--- config.mk ---
export PLATFORM = sky130hd
export DESIGN_NAME = fifo_task_scheduler
export DESIGN_NICKNAME = d
export VERILOG_FILES = /design/src/rtl/fts_pkg.sv /design/src/rtl/fts_ctrl.sv /design/src/rtl/fts_datapath.sv /design/src/rtl/fifo_task_scheduler.sv
export SDC_FILE = /design/constraint.sdc
export NUM_CORES = 1
export LEC_CHECK = 0
export CELL_PAD_IN_SITES_DETAIL_PLACEMENT = 0
export CELL_PAD_IN_SITES_GLOBAL_PLACEMENT = 1
export CORE_ASPECT_RATIO = 0.7
export CORE_MARGIN = 2
export CORE_UTILIZATION = 50
export CTS_BUF_LIST = sky130_fd_sc_hd__clkbuf_8
export DETAILED_ROUTE_END_ITERATION = 8
export DONT_BUFFER_PORTS = 1
export PLACE_DENSITY_LB_ADDON = 0.1
export REMOVE_ABC_BUFFERS = 1
export SLEW_MARGIN = 0
export SYNTH_ARGS = -nofsm -noshare
export SYNTH_HDL_FRONTEND = slang
export SYNTH_HIERARCHICAL = 1
export SYNTH_SLANG_ARGS = --single-unit
--- constraint.sdc ---
create_clock -name clk -period 9 [get_ports clk]
set_clock_uncertainty 0.15 [all_clocks]
set_input_delay 0 -clock clk [delete_from_list [all_inputs] [get_ports clk]]
set_output_delay 0 -clock clk [all_outputs]
set_load 0.005 [all_outputs]
--- src/rtl/fts_pkg.sv ---
// Shared types, codes and helpers for the FIFO task scheduler.
package fts_pkg;

    localparam int NUM_TASKS = 16;
    localparam int TASK_W    = 4;
    localparam int COUNT_W   = 5;

    typedef logic [TASK_W-1:0]  task_id_t;
    typedef logic [COUNT_W-1:0] count_t;
    typedef logic [2:0]         task_state_t;

    // request operations
    localparam logic [1:0] OP_SCHEDULE = 2'd0;
    localparam logic [1:0] OP_DISPATCH = 2'd1;
    localparam logic [1:0] OP_REPORT   = 2'd2;

    // report outcomes
    localparam logic [1:0] OUT_YIELD     = 2'd0;
    localparam logic [1:0] OUT_EXIT      = 2'd1;
    localparam logic [1:0] OUT_EXCEPTION = 2'd2;

    // per-task states
    localparam task_state_t TS_FREE     = 3'd0;
    localparam task_state_t TS_READY    = 3'd1;
    localparam task_state_t TS_RUNNING  = 3'd2;
    localparam task_state_t TS_BLOCKED  = 3'd3;
    localparam task_state_t TS_FINISHED = 3'd4;

    // result status codes
    localparam logic [2:0] ST_OK           = 3'd0;
    localparam logic [2:0] ST_BAD          = 3'd1;
    localparam logic [2:0] ST_ALL_DONE     = 3'd2;
    localparam logic [2:0] ST_DEADLOCK     = 3'd3;
    localparam logic [2:0] ST_UNHANDLED    = 3'd4;
    localparam logic [2:0] ST_PARENT_BAD   = 3'd5;
    localparam logic [2:0] ST_NONE_RUNNING = 3'd6;
    localparam logic [2:0] ST_BUSY         = 3'd7;

    typedef struct packed {
        logic [1:0] operation;
        task_id_t   task_id;
        logic [1:0] outcome;
        logic       has_parent;
        task_id_t   parent_id;
    } fts_req_t;

    typedef struct packed {
        logic [2:0] status;
        logic       task_valid;
        task_id_t   dispatched_task;
        count_t     ready_count;
        count_t     blocked_count;
    } fts_rsp_t;

    // controller to datapath commands
    typedef struct packed {
        logic load;    // capture the incoming item
        logic commit;  // apply the held item and load the result register
    } fts_cmd_t;

    // FIFO pointer advance, wrapping at NUM_TASKS
    function automatic task_id_t next_ptr(input task_id_t p);
        task_id_t r;
        if (32'(p) == NUM_TASKS - 1)
        begin
            r = '0;
        end
        else
        begin
            r = p + 1'b1;
        end
        return r;
    endfunction

endpackage

--- src/rtl/fts_ctrl.sv ---
// Sequencing controller for the FIFO task scheduler: capture, execute, result handshake.
module fts_ctrl
    import fts_pkg::*;
(
    input  logic     clk,
    input  logic     rst_n,
    input  logic     req_valid,
    output logic     req_stall,
    output logic     rsp_valid,
    input  logic     rsp_stall,
    output fts_cmd_t cmd
);

    localparam logic S_IDLE = 1'b0;
    localparam logic S_EXEC = 1'b1;

    logic state_reg;
    logic state_next;
    logic rsp_valid_reg;
    logic rsp_valid_next;
    logic slot_free;

    // result slot can take a new result this cycle
    assign slot_free = !rsp_valid_reg || !rsp_stall;

    always_comb
    begin
        cmd.load       = 1'b0;
        cmd.commit     = 1'b0;
        state_next     = state_reg;
        unique case (state_reg)
            S_IDLE:
            begin
                if (req_valid)
                begin
                    cmd.load   = 1'b1;
                    state_next = S_EXEC;
                end
            end
            S_EXEC:
            begin
                if (slot_free)
                begin
                    cmd.commit = 1'b1;
                    state_next = S_IDLE;
                end
            end
            default:
            begin
                state_next = S_IDLE;
            end
        endcase
    end

    always_comb
    begin
        if (cmd.commit)
        begin
            rsp_valid_next = 1'b1;
        end
        else if (rsp_stall)
        begin
            rsp_valid_next = rsp_valid_reg;
        end
        else
        begin
            rsp_valid_next = 1'b0;
        end
    end

    always_ff @(posedge clk or negedge rst_n)
    begin
        if (!rst_n)
        begin
            state_reg     <= S_IDLE;
            rsp_valid_reg <= 1'b0;
        end
        else
        begin
            state_reg     <= state_next;
            rsp_valid_reg <= rsp_valid_next;
        end
    end

    assign req_stall = (state_reg != S_IDLE);
    assign rsp_valid = rsp_valid_reg;

endmodule

--- src/rtl/fts_datapath.sv ---
// Datapath of the FIFO task scheduler: task state table, ready FIFO, counters, result register.
module fts_datapath
    import fts_pkg::*;
(
    input  logic     clk,
    input  logic     rst_n,
    input  fts_cmd_t cmd,
    input  fts_req_t req,
    output fts_rsp_t rsp
);

    fts_req_t    item_reg;
    fts_rsp_t    rsp_reg;
    fts_rsp_t    rsp_next;

    task_state_t st_reg  [NUM_TASKS];
    task_state_t st_next [NUM_TASKS];
    task_id_t    fifo_reg [NUM_TASKS];

    task_id_t    head_reg, head_next;
    task_id_t    tail_reg, tail_next;
    count_t      ready_reg, ready_next;
    count_t      blocked_reg, blocked_next;
    logic        run_valid_reg, run_valid_next;
    task_id_t    run_task_reg, run_task_next;

    logic        fifo_we;
    logic        wake_req;
    logic        wake_parent;
    logic        wake_ok;
    task_id_t    wake_id;
    task_state_t wake_state;
    task_id_t    head_task;

    assign head_task = fifo_reg[head_reg];

    always_comb
    begin
        st_next        = st_reg;
        head_next      = head_reg;
        tail_next      = tail_reg;
        ready_next     = ready_reg;
        blocked_next   = blocked_reg;
        run_valid_next = run_valid_reg;
        run_task_next  = run_task_reg;
        fifo_we        = 1'b0;
        wake_req       = 1'b0;
        wake_parent    = 1'b0;
        wake_ok        = 1'b1;
        wake_id        = item_reg.task_id;
        wake_state     = TS_FREE;
        rsp_next.status          = ST_OK;
        rsp_next.task_valid      = 1'b0;
        rsp_next.dispatched_task = '0;

        unique case (item_reg.operation)
            OP_SCHEDULE:
            begin
                wake_req = 1'b1;
            end
            OP_DISPATCH:
            begin
                if (run_valid_reg)
                begin
                    rsp_next.status = ST_BUSY;
                end
                else if (ready_reg == '0)
                begin
                    rsp_next.status = (blocked_reg != '0) ? ST_DEADLOCK : ST_ALL_DONE;
                end
                else
                begin
                    head_next                = next_ptr(head_reg);
                    ready_next               = ready_reg - 1'b1;
                    st_next[head_task]       = TS_RUNNING;
                    run_valid_next           = 1'b1;
                    run_task_next            = head_task;
                    rsp_next.task_valid      = 1'b1;
                    rsp_next.dispatched_task = head_task;
                end
            end
            OP_REPORT:
            begin
                if (!run_valid_reg)
                begin
                    rsp_next.status = ST_NONE_RUNNING;
                end
                else
                begin
                    run_valid_next = 1'b0;
                    if (item_reg.outcome == OUT_EXIT || item_reg.outcome == OUT_EXCEPTION)
                    begin
                        st_next[run_task_reg] = TS_FINISHED;
                        if (item_reg.has_parent)
                        begin
                            wake_req    = 1'b1;
                            wake_parent = 1'b1;
                            wake_id     = item_reg.parent_id;
                        end
                        else if (item_reg.outcome == OUT_EXCEPTION)
                        begin
                            rsp_next.status = ST_UNHANDLED;
                        end
                    end
                    else
                    begin
                        // yield, and the unused outcome code, block the task
                        st_next[run_task_reg] = TS_BLOCKED;
                        blocked_next          = blocked_reg + 1'b1;
                    end
                end
            end
            default:
            begin
                // unused operation: no change
            end
        endcase

        // wake: reads the updated table so a parent that just finished is seen as such
        if (wake_req)
        begin
            if (32'(wake_id) >= NUM_TASKS)
            begin
                wake_ok = 1'b0;
            end
            else
            begin
                wake_state = st_next[wake_id];
                if (wake_state == TS_READY || wake_state == TS_RUNNING)
                begin
                    wake_ok = 1'b1;
                end
                else if (wake_state == TS_BLOCKED || wake_state == TS_FREE)
                begin
                    if (wake_state == TS_BLOCKED && blocked_next != '0)
                    begin
                        blocked_next = blocked_next - 1'b1;
                    end
                    if (32'(ready_next) >= NUM_TASKS)
                    begin
                        wake_ok = 1'b0;
                    end
                    else
                    begin
                        st_next[wake_id] = TS_READY;
                        fifo_we          = 1'b1;
                        tail_next        = next_ptr(tail_reg);
                        ready_next       = ready_next + 1'b1;
                    end
                end
                else
                begin
                    wake_ok = 1'b0;
                end
            end
            if (!wake_ok)
            begin
                rsp_next.status = wake_parent ? ST_PARENT_BAD : ST_BAD;
            end
        end

        rsp_next.ready_count   = ready_next;
        rsp_next.blocked_count = blocked_next;
    end

    always_ff @(posedge clk or negedge rst_n)
    begin
        if (!rst_n)
        begin
            for (int i = 0; i < NUM_TASKS; i++)
            begin
                st_reg[i] <= TS_FREE;
            end
            head_reg      <= '0;
            tail_reg      <= '0;
            ready_reg     <= '0;
            blocked_reg   <= '0;
            run_valid_reg <= 1'b0;
            run_task_reg  <= '0;
        end
        else if (cmd.commit)
        begin
            st_reg        <= st_next;
            head_reg      <= head_next;
            tail_reg      <= tail_next;
            ready_reg     <= ready_next;
            blocked_reg   <= blocked_next;
            run_valid_reg <= run_valid_next;
            run_task_reg  <= run_task_next;
        end
    end

    // payload registers, no reset
    always_ff @(posedge clk)
    begin
        if (cmd.load)
        begin
            item_reg <= req;
        end
        if (cmd.commit)
        begin
            rsp_reg <= rsp_next;
            if (fifo_we)
            begin
                fifo_reg[tail_reg] <= wake_id;
            end
        end
    end

    assign rsp = rsp_reg;

endmodule

--- src/rtl/fifo_task_scheduler.sv ---
// Top level of the cooperative FIFO task scheduler.
// Each item is one request: schedule a task, dispatch the next ready task, or
// report the outcome of the running task; each gives exactly one result item.
// An item is first captured, and then it updates the task state table, the
// ready FIFO and the counters and loads the result register. The next
// item is taken while a result still waits for the downstream side; a result
// that is stalled holds the update of the following item, since only one result
// register stands at the output. Tasks start free after reset, with no clearing
// pass. Status codes: 0 ok, 1 bad state, 2 all done, 3 deadlock, 4 unhandled
// exception, 5 parent bad state, 6 none running, 7 busy.
module fifo_task_scheduler
    import fts_pkg::*;
(
    input  logic     clk,
    input  logic     rst_n,
    // request channel
    input  logic     req_valid,
    output logic     req_stall,
    input  fts_req_t req,
    // result channel
    output logic     rsp_valid,
    input  logic     rsp_stall,
    output fts_rsp_t rsp
);

    fts_cmd_t cmd;

    // sequencing: capture, execute, result handshake
    fts_ctrl u_ctrl (
        .clk       (clk),
        .rst_n     (rst_n),
        .req_valid (req_valid),
        .req_stall (req_stall),
        .rsp_valid (rsp_valid),
        .rsp_stall (rsp_stall),
        .cmd       (cmd)
    );

    // task table, ready FIFO, counters and result register
    fts_datapath u_dp (
        .clk (clk),
        .rst_n (rst_n),
        .cmd (cmd),
        .req (req),
        .rsp (rsp)
    );

`ifndef SYNTHESIS
    // only one item in flight: an accept is followed by a stalled cycle
    assert property (@(posedge clk) disable iff (!rst_n)
        (req_valid && !req_stall) |=> req_stall)
        else $error("request accepted while an item is in flight");

    // ready and blocked tasks are disjoint sets of tasks
    assert property (@(posedge clk) disable iff (!rst_n)
        rsp_valid |-> ((6'(rsp.ready_count) + 6'(rsp.blocked_count)) <= 6'(NUM_TASKS)))
        else $error("ready plus blocked count exceeds task count");

    // a dispatched task always comes with an ok status
    assert property (@(posedge clk) disable iff (!rst_n)
        (rsp_valid && rsp.task_valid) |-> (rsp.status == ST_OK))
        else $error("dispatched task with error status");
`endif

endmodule
# Yosys cells after proc, flatten, opt, wreduce, memory -nomap -nowiden
# Memories as Yosys holds them, arrays and structs flattened.
# Cells that the tools add are included.
dict set report word_totals {
  out_inout_bits 20
  inputBits 17
  mem_count 1
  regBits 104
  elab_cells 175
  ramBits 64
}
dict set report classes {
  n_mux 75
  bitwise 21
  n_addsub 6
  n_reduce_logical 21
  eq_ne 10
  n_lt_le_gt_ge 7
}
# name depth word_bits rd rd_clocked_by_memory_dff write_ports line
set memory_table {}
lappend memory_table {u_dp.fifo_reg 16 4 1 0 1 fts_datapath.sv:18} ;# task_id_t fifo_reg [NUM_TASKS];
# operator count
set ops {}
lappend ops {{48-bit 2-to-1 mux} 8}
lappend ops {{32-bit bitwise AND} 3}
lappend ops {{32-bit NOT} 3}
lappend ops {{48-bit case mux with 2 select lines} 1}
lappend ops {{5-bit 2-to-1 mux} 15}
lappend ops {{16-bit OR} 3}
lappend ops {{3-bit 2-to-1 mux} 14}
lappend ops {{3-bit demux with 4-bit select} 3}
lappend ops {{32-bit OR} 1}
lappend ops {{4-bit 2-to-1 mux} 6}
lappend ops {{1-bit 2-to-1 mux} 23}
lappend ops {{5-bit >= comparator (second input constant)} 4}
lappend ops {{16-bit bitwise AND} 1}
lappend ops {{16-bit NOT} 1}
lappend ops {{5-bit by 1-bit less-than comparator with 1-bit output (second input constant)} 3}
lappend ops {{4-bit NOT with 5-bit output} 3}
lappend ops {{3-bit binary-select mux with 4-bit select} 1}
lappend ops {{5-bit by 1-bit adder with 5-bit output (second input constant)} 2}
lappend ops {{5-bit nonzero test} 2}
lappend ops {{5-bit by 1-bit subtractor with 5-bit output (second input constant)} 2}
lappend ops {{4-bit by 1-bit adder with 4-bit output (second input constant)} 2}
lappend ops {{4-bit == test (second input constant)} 2}
lappend ops {{3-bit by 2-bit == test with 1-bit output (second input constant)} 2}
lappend ops {{1-bit NOT} 6}
lappend ops {{18 further kinds} 29}

# Depth between registers and ports, before layout
# Gate-level depths: netlist of run 1.
# An unclocked memory read counts as a cell.
dict set report depth {
  word_depth 22
  mapped_depth 20
  mapped_depth_nobuf 15
}

# Modules after synthesis
# Netlist of run 1, hierarchy kept.
# module area_per_inst_um2 cells_per_inst n_inst
set modules_own_cells {}
lappend modules_own_cells {fts_datapath 10264.8 1091 1}
lappend modules_own_cells {fts_ctrl 91.3 7 1}

# Worst setup path after synthesis of run 1
# OpenSTA, ideal clock, no wires.
dict set report synth_path {
  path_kind {register -> register}
  start {reg u_dp/item_reg[6] (netlist name)}
  end {mem u_dp/fifo_reg[0][0] (netlist name) (enable)}
  t_required_ns 8.471
  n_path_buf 2
  stages_incl_launch_ff 16
  path_slack_ns 3.970
  arrival_time_ns 4.501
  path_cell_list {edfxtp_1 -> ha_1 -> buf_2 -> nand4b_2 -> mux2i_1 -> clkinv_1 -> nand2_1 -> a211oi_1 -> o21ai_0 -> o221a_1 -> o31ai_1 -> a2111oi_2 -> a21boi_1 -> or4_1 -> buf_2 -> nor4b_1}
}
dict set report synth_between {
  elab_chain_len 17
  elab_cells_between_ends 28
}
# item line
set synth_lines {}
lappend synth_lines {{start: declaration} fts_datapath.sv:12} ;# fts_req_t item_reg;
lappend synth_lines {{start signal: assignment} fts_datapath.sv:198} ;# item_reg <= req;
lappend synth_lines {{2-bit by 1-bit == test with 1-bit output or 2-bit == test (tied branches)} fts_datapath.sv:91} ;# if (item_reg.outcome == OUT_EXIT || item_reg.outcome == OUT_EXCEPTION)
lappend synth_lines {{1-bit logical OR *} fts_datapath.sv:91}
lappend synth_lines {{4-bit 2-to-1 mux *} fts_datapath.sv:91}
lappend synth_lines {{4-bit 2-to-1 mux *} fts_datapath.sv:84} ;# if (!run_valid_reg)
lappend synth_lines {{4-bit 2-to-1 mux *} fts_datapath.sv:56} ;# unique case (item_reg.operation)
lappend synth_lines {{via u_dp.wake_id[2]} fts_datapath.sv:31} ;# task_id_t wake_id;
lappend synth_lines {{4-bit NOT with 5-bit output (not written as such) *} fts_datapath.sv:128} ;# wake_state = st_next[wake_id];
lappend synth_lines {{3-bit binary-select mux with 4-bit select *} fts_datapath.sv:128}
lappend synth_lines {{3-bit 2-to-1 mux (not written as such) * (2 in a row)} fts_datapath.sv:128}
lappend synth_lines {{3-bit by 2-bit == test with 1-bit output or 3-bit zero test (tied branches)} fts_datapath.sv:133} ;# else if (wake_state == TS_BLOCKED || wake_state == TS_FREE)
lappend synth_lines {{1-bit logical OR} fts_datapath.sv:133}
lappend synth_lines {{1-bit 2-to-1 mux} fts_datapath.sv:133}
lappend synth_lines {{1-bit 2-to-1 mux *} fts_datapath.sv:129} ;# if (wake_state == TS_READY || wake_state == TS_RUNNING)
lappend synth_lines {{1-bit 2-to-1 mux *} fts_datapath.sv:120} ;# if (wake_req)
lappend synth_lines {{1-bit 2-to-1 mux *} fts_datapath.sv:203} ;# if (fifo_we)
lappend synth_lines {{1-bit 2-to-1 mux *} fts_datapath.sv:200} ;# if (cmd.commit)
lappend synth_lines {{1-bit 2-to-1 mux (not written as such) *} fts_datapath.sv:205} ;# fifo_reg[tail_reg] <= wake_id;
lappend synth_lines {{end: declaration} fts_datapath.sv:18}
# The timed path passes the listed nets; every way through them passes the cells marked *. The select of a mux whose other input is x is not followed.

# Worst setup path after layout of run 1
# Same ends and word-level chain as after synthesis.

==> results.py, run 1 <==
metrics = {
    "status": {
        "status": "complete, but fails checks",
        "violations": "hold timing",
    },
    "critical_path": {
        "critPathCapture": "u_dp/fifo_reg[0][0]$_DFFE_PP_",
        "crit_chain": "ha_1, nand4b_2, mux2i_1, inv_1, nand2_1, a211oi_1, o21ai_0, o221a_1, o31ai_1, a2111oi_2, a21boi_1, or4_1, nor4b_1",
        "reg2reg_to": "u_dp/fifo_reg[0][0]$_DFFE_PP_",
        "reg2regPathDepth": 13,
        "critPathTopFamily": "simple AND/OR/NAND/NOR gates",
        "critPathCaptureType": "register",
        "path_max_fanout": 20,
        "crit_path_start": "u_dp/item_reg[6]$_DFFE_PP_",
        "cpPeakStageDelay_ns": 1.00,
        "r2r_start": "u_dp/item_reg[6]$_DFFE_PP_",
        "worstSetupStartpointType": "register",
        "cp_num_buf_inv": 1,
        "path_depth": 13,
        "cp.required_ns": 8.96,
        "reg2reg_slack_ns": 1.97,
        "critPathSlowestCell": "or4_1",
        "crit_arrival_ns": 6.99,
        "path_class": "register to register",
    },
    "grt": {
        "grt.overflow.total": 0,
        "track_usage_pct": 33.08,
        "antenna_found_initial": 0,
        "grt_pass1_vias": 8822,
        "grt_pass1_wl_um": 54660,
        "grt_max_degree": 74,
    },
    "synth": {
        "netlist_instances": 1098,
        "synth.top_cell.area_share_pct": 27.55,
        "yosys_warnings": 6,
        "synth_edf_count": 95,
        "ys_seq_elements": 168,
        "synth_async_sr_flop_share_pct": 43.45,
        "synth.avg_cell_area_um2": 9.432,
        "ys.flop_type": "edfxtp_1",
        "yosysTopAreaCell": "edfxtp_1",
        "synth.distinct_cells": 87,
        "synth_area_um2": 10360,
        "netlist_top_cells_area": "edfxtp_1 28%, dfrtp_1 18%, nand2_1 5.4%",
        "seq_area_frac_synth_pct": 45.19,
    },
    "timing": {
        "clock.fmax_mhz": 142.3,
        "setup_ws_ns": 1.973,
        "finalSetupViolCount": 0,
        "min_period_ns": 7.027,
        "tightest_slew_ns": 1.248,
        "maxSlewViolCount": 0,
        "relSlewSlack_pct": 16.51,
        "whs_ns": -0.002999,
        "final_hold_viol_count": 1,
        "rsz0062_at_grt": "false",
        "period_share_pct": 78.08,
        "fin_setup_tns_ns": 0,
    },
    "power": {
        "power_density_nw_per_um2": 251.0,
        "p_leak_uw": 0.004032,
        "ir_drop_uv": 131.5,
    },
    "route": {
        "final_antenna_net_count": 0,
        "drt_first_pass_iters": 7,
        "vias_per_cell": 6.788,
        "drt-total-wl_um": 35520,
        "drc": 0,
        "vias": 9429,
        "wl_per_cell_um": 25.57,
        "drt_iter0_drc": 1352,
    },
    "placement": {
        "hpwl_um": 24370,
        "place_area_um2": 10570,
        "dp_slack_ns": 2.156,
        "gp_congestion": 0.9632,
        "placed_cells": 1326,
        "portBuffers": 0,
    },
    "layout": {
        "area_growth_pct": 8.748,
        "final_area_um2": 11260,
        "fillCellCount": 1828,
        "final_cell_mix": "148 x nand2_1, 96 x nor2_1, 95 x edfxtp_1",
        "seqCellArea_um2": 4679,
        "multi_input_area_um2": 5274,
        "drive_above_1_share_pct": 9.164,
        "diodes": 0,
        "largest_register_ffs": 64,
        "final_common_cell": "nand2_1",
        "final_cells": 1389,
        "nNetsFinal": 1134,
    },
    "floorplan": {
        "io_pins": 37,
        "initial_utilization_pct": 50.43,
        "die_height_um": 124.4,
        "fp.dieArea_um2": 21900,
        "core-area_um2": 20530,
        "die_w_um": 176.0,
        "fp-row-count": 44,
    },
    "clock_network": {
        "path_clk_slew_ns": 0.10,
        "root_buffer": "clkbuf_8",
        "clk_path_buf_depth": 2,
        "clk_latency_ns": 0.49,
        "h-tree-depth": 4,
        "cts_sinks": 168,
        "ctsResizeCount": 0,
        "cts_tree": "yes",
        "numCtsBuffers": 17,
    },
    "hold_path": {
        "hp-class": "input pin to async pin",
    },
    "flow_run": {
        "drv_cap": 0,
    },
}
[cells in the mapped netlist, drive strengths merged (6+ instances only)]
cell     instances
ha              17
nor2b            7
o211ai           9
nor2            97
o31ai            9
or4              8
a31oi           14
a22oi            6
nor4             6
nand3           40
nand2          149
a211oi           9
xnor2            7
a2bb2oi         10
a21o            13
a221oi           6
a2111oi          9
a21boi          14
a211o            8
a21oi           79
inv             30
mux4            12
mux2            11
o22ai           11
nand4           10
and2            10
dfrtp           73
clkbuf          47
mux2i           20
nor3            35
a22o            12
nor3b            7
nand2b           6
buf             21
or3              9
o21ai           87
edfxtp          95
[metal layers]
metal | track usage [%] | wire length [µm]
met1 | 51.33 | 16010
met2 | 43.01 | 13900
met3 | 10.68 | 4566
met4 | 10.26 | 1043
met5 | 1.157 | 0
[timing repair]
item                                    CTS  global route
endpoints found under the setup margin    0             0
hold buffers                             31             0
setup buffers                             0             0
hold endpoints to repair                115             0
[through the flow]
stage,total power (µW),utilization [%]
6_report,2827,54.84
5_1_grt,2979,54.84
4_1_cts,2792,54.84
3_5_place_dp,2264,51.47
3_3_place_gp,2268,51.47
2_1_floorplan,1868,-
[area by class of cell]
type	instances	share of cell area [%]
multi-input combinational	830	46.83
sequential	168	41.55
timing repair buffer	51	4.399
tap	276	3.066
clock buffer	18	2.200
inverter	32	1.067
clock inverter	14	0.8888
[how the worst min path moves through the flow]
| stage | from | to | slack, ns | cells past startpoint |
|---|---|---|---|---|
| 6_report | rst_n | u_dp/blocked_reg[0]$_DFFE_PN0P_ | -0.003 | 3 |
| 5_1_grt | rst_n | u_dp/blocked_reg[4]$_DFFE_PN0P_ | 0.04 | 3 |
| 4_1_cts | rst_n | u_dp/blocked_reg[3]$_DFFE_PN0P_ | 0.01 | 3 |
| 3_5_place_dp | rst_n | u_dp/blocked_reg[3]$_DFFE_PN0P_ | -0.44 | 0 |
| 3_3_place_gp | rst_n | u_dp/blocked_reg[3]$_DFFE_PN0P_ | -0.44 | 0 |
| 2_1_floorplan | rst_n | u_ctrl/req_stall$_DFF_PN0_ | -0.45 | 0 |
[power by group]
| part | internal, µW | switching (µW) | leakage (µW) |
|---|---|---|---|
| clock | 200 | 304 | 0.000183 |
| sequential | 953 | 195 | 0.00183 |
| combinational | 408 | 767 | 0.00202 |
| total | 1560 | 1270 | 0.00403 |
[tightest hold or removal path, stage by stage]
cell,delay (ns)
dlygate4sd3_1,0.61
buf_16,0.13
buf_16,0.32
[logic make-up after synthesis]
kind of cell	count (synthesis)	share of synthesized area (%)
buffers and inverters	100	4.156
xor gates and xnor gates	11	0.9303
AOI/OAI and AO/OA	347	22.67
and+or+nand+nor	412	19.16
DFF	168	45.19
adders and majority gates	17	2.054
muxes	43	5.848
Note: power is estimated with default switching activity, not from simulation.
==> inputs of run 2 (changes only) <==
- ABC_AREA: default -> 1
- CORE_UTILIZATION: 50 -> 49
- clock period: 9 -> 6.5 ns (I/O delays scaled with it)
==> run 2 against run 1 <==
Compared with the run above: the run now ends clean; clock power rose by 56%; via count is 0.20% lower; cell area grew 2.0%.
==> results.py, run 2 <==
metrics = {
    "placement": {
        "hpwl_um": 21110,
        "portBuffers": 0,
        "gp_congestion": 0.9200,
    },
    "timing": {
        "rsz0062_at_grt": "false",
        "final_hold_viol_count": 0,
        "tightest_slew_ns": 1.256,
        "min_period_ns": 5.771,
        "finalSetupViolCount": 0,
        "clock.fmax_mhz": 173.3,
        "period_share_pct": 88.79,
        "maxSlewViolCount": 0,
        "relSlewSlack_pct": 15.95,
        "whs_ns": 0.05499,
        "fin_setup_tns_ns": 0,
    },
    "status": {
        "status": "completed",
    },
    "synth": {
        "synth_area_um2": 10580,
        "synth_async_sr_flop_share_pct": 43.45,
        "synth_most_common_cell": "nand2_1",
        "yosysTopAreaCell": "edfxtp_1",
        "synthTopCellsByCount": "575 x nand2_1, 171 x inv_1, 123 x nand3_1, 100 x nor2_1, 95 x edfxtp_1",
        "synth.distinct_cells": 40,
        "ys.flop_type": "edfxtp_1",
        "ys_seq_elements": 168,
        "yosys_warnings": 6,
        "seq_area_frac_synth_pct": 44.22,
        "synth.top_cell.area_share_pct": 26.96,
        "synth_edf_count": 95,
        "netlist_top_cells_area": "edfxtp_1 27%, nand2_1 20%, dfrtp_1 17%",
        "synth.avg_cell_area_um2": 7.194,
        "netlist_instances": 1471,
    },
    "grt": {
        "grt_max_degree": 74,
        "grt_pass1_wl_um": 48780,
        "antenna_found_initial": 0,
        "grt_pass1_vias": 8468,
        "grt.overflow.total": 0,
        "track_usage_pct": 27.81,
    },
    "floorplan": {
        "fp.dieArea_um2": 22810,
        "fp-row-count": 44,
        "die_height_um": 127.0,
        "die_w_um": 179.7,
        "core-area_um2": 20980,
        "initial_utilization_pct": 50.45,
        "io_pins": 37,
    },
    "route": {
        "drt-total-wl_um": 30950,
        "drc": 0,
        "drt_iter0_drc": 1086,
        "vias": 9410,
        "wl_per_cell_um": 17.55,
        "vias_per_cell": 5.334,
        "final_antenna_net_count": 0,
        "drt_first_pass_iters": 7,
    },
    "power": {
        "ir_drop_uv": 203.7,
        "p_leak_uw": 0.005549,
        "power_density_nw_per_um2": 344.5,
    },
    "clock_network": {
        "root_buffer": "clkbuf_8",
        "ctsResizeCount": 0,
        "cts_tree": "yes",
        "post_cts_buffers": 0,
        "hold_buffers": 31,
        "h-tree-depth": 4,
        "numCtsBuffers": 17,
        "clk_path_buf_depth": 2,
        "clk_latency_ns": 0.49,
        "path_clk_slew_ns": 0.09,
        "cts_sinks": 168,
    },
    "hold_path": {
        "min_path_cells": 1,
        "hp-class": "input pin to register",
    },
    "flow_run": {
        "drv_cap": 0,
    },
    "critical_path": {
        "path_max_fanout": 20,
        "critPathCaptureType": "register",
        "worstSetupStartpointType": "register",
        "crit_arrival_ns": 5.74,
        "path_class": "register to register",
        "cp.required_ns": 6.47,
        "reg2regPathDepth": 20,
    },
    "layout": {
        "diodes": 0,
        "largest_register_ffs": 64,
        "area_growth_pct": 8.525,
        "nNetsFinal": 1509,
        "final_cell_mix": "575 x nand2_1, 171 x inv_1, 123 x nand3_1",
        "final_common_cell": "nand2_1",
        "drive_above_1_share_pct": 8.535,
    },
}
[run 2: per-stage QoR]
stage | util [%] | instance area [µm²] | instances | total power [µW] | worst slack [ns]
after global placement | 51.15 | 10730 | 1701 | 3125 | 0.9419
final | 54.75 | 11480 | 1764 | 3957 | 0.7287
after CTS | 54.75 | 11480 | 1764 | 3945 | 0.8256
after detailed placement | 51.15 | 10730 | 1701 | 3127 | 0.8497
after global routing | 54.75 | 11480 | 1764 | 4265 | 0.2656
after floorplan | - | 10290 | 1414 | 2688 | 0.1669
[run 2: layout make-up]
| cell class | instances | area (µm²) |
|---|---|---|
| clock inverter | 14 | 162.7 |
| fill | 1961 | 9490 |
| inverter | 180 | 678.2 |
| multi-input combinational | 1066 | 4943 |
| clock buffer | 18 | 247.7 |
| tap | 276 | 345.3 |
| sequential | 168 | 4679 |
| timing repair buffer | 42 | 427.9 |
[run 2: routing by layer]
metal | vias to the layer above | GRT usage (%) | part of all wire [%]
met4 | 0 | 5.691 | 0.95
met2 | 414 | 38.70 | 40
met1 | 4316 | 43.06 | 49
met3 | 24 | 7.436 | 9.6
li1 | 4656 | - | -
met5 | - | 0 | 0
[run 2: where the power goes]
| group | internal [µW] | total [µW] | leakage (µW) | switching [µW] |
|---|---|---|---|---|
| logic | 510 | 1610 | 0.00355 | 1100 |
| registers | 1350 | 1560 | 0.00179 | 207 |
| clock network | 361 | 785 | 0.000205 | 424 |
[run 2: path summary, 6_finish.rpt]
check | start | end | slack (ns)
max | u_dp/item_reg[5]$_DFFE_PP_ | u_dp/fifo_reg[5][0]$_DFFE_PP_ | 0.73
min | req[4] | u_dp/item_reg[4]$_DFFE_PP_ | 0.05
max reg2reg | u_dp/item_reg[5]$_DFFE_PP_ | u_dp/fifo_reg[5][0]$_DFFE_PP_ | 0.73
min reg2reg | u_dp/ready_reg[1]$_DFFE_PN0P_ | u_dp/ready_reg[1]$_DFFE_PN0P_ | 0.34
max in group asynchronous | rst_n | u_dp/st_reg[14]$_DFFE_PN0P_ | 5.23
min in group asynchronous | rst_n | u_dp/head_reg[1]$_DFFE_PN0P_ | 0.48
[run 2: logic make-up (layout without fill, tap and decap cells)]
family / count (synthesis) / count (layout) / synth area share (%)
DFF: 168 / 168 / 44.22
adders and majority gates: 17 / 17 / 2.010
and+or+nand+nor: 891 / 891 / 36.01
muxes: 1 / 1 / 0.09459
buffers and inverters: 237 / 254 / 9.175
AOI/OAI and AO/OA: 143 / 143 / 7.330
xor gates and xnor gates: 14 / 14 / 1.159
[run 2: worst max-delay path, cell delays in order, from the launching register on]
cell      delay [ns]
edfxtp_1        0.33
inv_1           0.04
ha_1            0.38
inv_2           0.40
nand4_2         0.28
inv_2           0.22
or2_1           0.14
o21ai_2         0.07
inv_1           0.46
nor2_1          0.43
nand2_1         0.17
nand2_1         0.09
o21ai_0         0.39
nand2_1         0.10
nor2_1          0.20
nand2_1         0.13
nand2_2         0.13
nand2_2         0.07
nor2_4          0.11
nand3_2         0.46
nor3_1          0.64
==> inputs of run 3 (changes only) <==
- PLACE_DENSITY: default -> 0.88
- PLACE_DENSITY_LB_ADDON: 0.1 -> default
==> run 3 against run 2 <==
Compared with the run above: sequential power about the same; core utilization is 0.39 points lower; sequential cell count unchanged; via count grew 0.54%; clock-buffer cell count is 1 lower; final cell count is 0.28% lower; hold slack got worse by 0.031 ns; setup slack improved by 0.26 ns; critical endpoint is now u_dp/fifo_reg[6][3]$_DFFE_PP_; highest routed layer unchanged.
==> results.py, run 3 (synthesis results as in run 2) <==
metrics = {
    "route": {
        "drt_first_pass_iters": 6,
        "vias": 9461,
        "drc": 0,
        "drt-total-wl_um": 30900,
        "vias_per_cell": 5.379,
        "wl_per_cell_um": 17.56,
        "final_antenna_net_count": 0,
        "drt_iter0_drc": 1224,
    },
    "timing": {
        "period_share_pct": 84.73,
        "tightest_slew_ns": 1.204,
        "maxSlewViolCount": 0,
        "finalSetupViolCount": 0,
        "min_period_ns": 5.508,
        "fin_setup_tns_ns": 0,
        "relSlewSlack_pct": 19.40,
        "rsz0062_at_grt": "false",
        "clock.fmax_mhz": 181.6,
        "final_hold_viol_count": 0,
    },
    "power": {
        "power_density_nw_per_um2": 345.7,
        "intPower_uw": 2176,
        "switchingPower_uw": 1767,
        "share_comb_of_total_power_pct": 41.7,
        "p_seq_share_pct": 39.3,
        "ir_drop_uv": 198.6,
        "p_leak_uw": 0.005515,
        "p_sw_share_pct": 44.81,
        "pwr-share-clk_pct": 18.9,
    },
    "floorplan": {
        "fp-row-count": 44,
        "fp.dieArea_um2": 22810,
        "die_height_um": 127.0,
        "core-area_um2": 20980,
        "io_pins": 37,
        "initial_utilization_pct": 50.45,
        "die_w_um": 179.7,
    },
    "clock_network": {
        "clk_latency_ns": 0.50,
        "cts_sinks": 168,
        "root_buffer": "clkbuf_8",
        "cts_tree": "yes",
        "numCtsBuffers": 17,
        "post_cts_buffers": 0,
        "path_clk_slew_ns": 0.09,
        "h-tree-depth": 4,
        "clk_path_buf_depth": 2,
    },
    "placement": {
        "hpwl_um": 21400,
        "gp_congestion": 0.8853,
        "placed_cells": 1700,
        "portBuffers": 0,
    },
    "flow_run": {
        "drv_cap": 0,
    },
    "hold_path": {
        "hp-class": "input pin to register",
    },
    "layout": {
        "area_growth_pct": 7.756,
        "final_cells": 1759,
        "final_common_cell": "nand2_1",
        "nNetsFinal": 1504,
        "final_cell_mix": "575 x nand2_1, 171 x inv_1, 123 x nand3_1",
        "drive_above_1_share_pct": 8.496,
        "diodes": 0,
        "fillCellCount": 2009,
        "largest_register_ffs": 64,
    },
    "critical_path": {
        "crit_chain": "ha_1, inv_2, nand4_2, o21ai_2, inv_1, nor2_1, nand3_1, nand2_1, o21ai_1, nand2_1, inv_1, nand2_1, nand2_1, nand2_2, nand2_2, nor2_4, nand3_2, nor3_1",
        "critPathSlowestCell": "nor2_1",
        "crit_arrival_ns": 5.49,
        "worstSetupStartpointType": "register",
        "reg2reg_slack_ns": 0.99,
        "critPathTopFamily": "simple AND/OR/NAND/NOR gates",
        "path_class": "register to register",
        "cpPeakStageDelay_ns": 0.90,
        "cp_common_cell": "nand2_1",
        "critPathCaptureType": "register",
        "cp.required_ns": 6.48,
        "cp_num_buf_inv": 3,
        "path_max_fanout": 20,
    },
    "grt": {
        "grt.overflow.total": 0,
        "antenna_found_initial": 0,
        "grt_pass1_wl_um": 48140,
        "track_usage_pct": 27.59,
        "grt_max_degree": 74,
        "grt_pass1_vias": 8553,
    },
    "status": {
        "status": "completed",
    },
}
[run 3: power by group through the flow]
stage	clock, µW	combinational, µW	sequential, µW
finish	747	1650	1550
global route	804	1840	1580
CTS	762	1620	1550
detailed placement	0	1580	1560
global placement	0	1570	1560
floorplan	0	1160	1530
[run 3: layout make-up]
| class | count | area [µm²] | share of cell area [%] |
|---|---|---|---|
| Multi-Input combinational cell | 1066 | 4943 | 43.35 |
| Clock buffer | 17 | 234.0 | 2.052 |
| Timing Repair Buffer | 37 | 380.4 | 3.336 |
| Sequential cell | 168 | 4679 | 41.04 |
| Tap cell | 276 | 345.3 | 3.028 |
| Inverter | 180 | 678.2 | 5.947 |
| Clock inverter | 15 | 142.6 | 1.251 |
[run 3: worst paths after layout]
path,from,endpoint,depth (start not counted)
min in group asynchronous,rst_n,u_dp/st_reg[30]$_DFFE_PN0P_,3
setup reg to reg,u_dp/item_reg[6]$_DFFE_PP_,u_dp/fifo_reg[6][3]$_DFFE_PP_,18
hold reg to reg,u_dp/st_reg[22]$_DFFE_PN0P_,u_dp/st_reg[22]$_DFFE_PN0P_,2
setup / recovery,u_dp/item_reg[6]$_DFFE_PP_,u_dp/fifo_reg[6][3]$_DFFE_PP_,18
hold / removal,req[6],u_dp/item_reg[6]$_DFFE_PP_,1
max in group asynchronous,rst_n,u_dp/tail_reg[0]$_DFFE_PN0P_,3
[run 3: timing repair]
item | CTS | global route
hold buffers | 27 | 0
gates resized for setup | 0 | 0
hold endpoints to repair | 127 | 0
[run 3: stage by stage]
stage	power [µW]	area [µm²]	util [%]	hold slack (ns)	worst slack, ns
3_3_place_gp	3134	10720	51.12	-0.4427	1.337
2_1_floorplan	2688	10290	-	-0.4456	0.1669
4_1_cts	3924	11400	54.37	0.005763	1.047
3_5_place_dp	3149	10720	51.12	-0.4436	1.100
5_1_grt	4229	11400	54.37	0.009905	0.6075
6_report	3943	11400	54.37	0.02371	0.9925
[run 3: per-layer routing]
metal / GRT usage (%) / vias to the layer above / wire [µm]
met1: 42.80 / 4356 / 14900
met3: 7.178 / 30 / 3127
met2: 38.07 / 433 / 12500
met4: 6.361 / 0 / 360
met5: 0 / - / 0
li1: - / 4642 / -
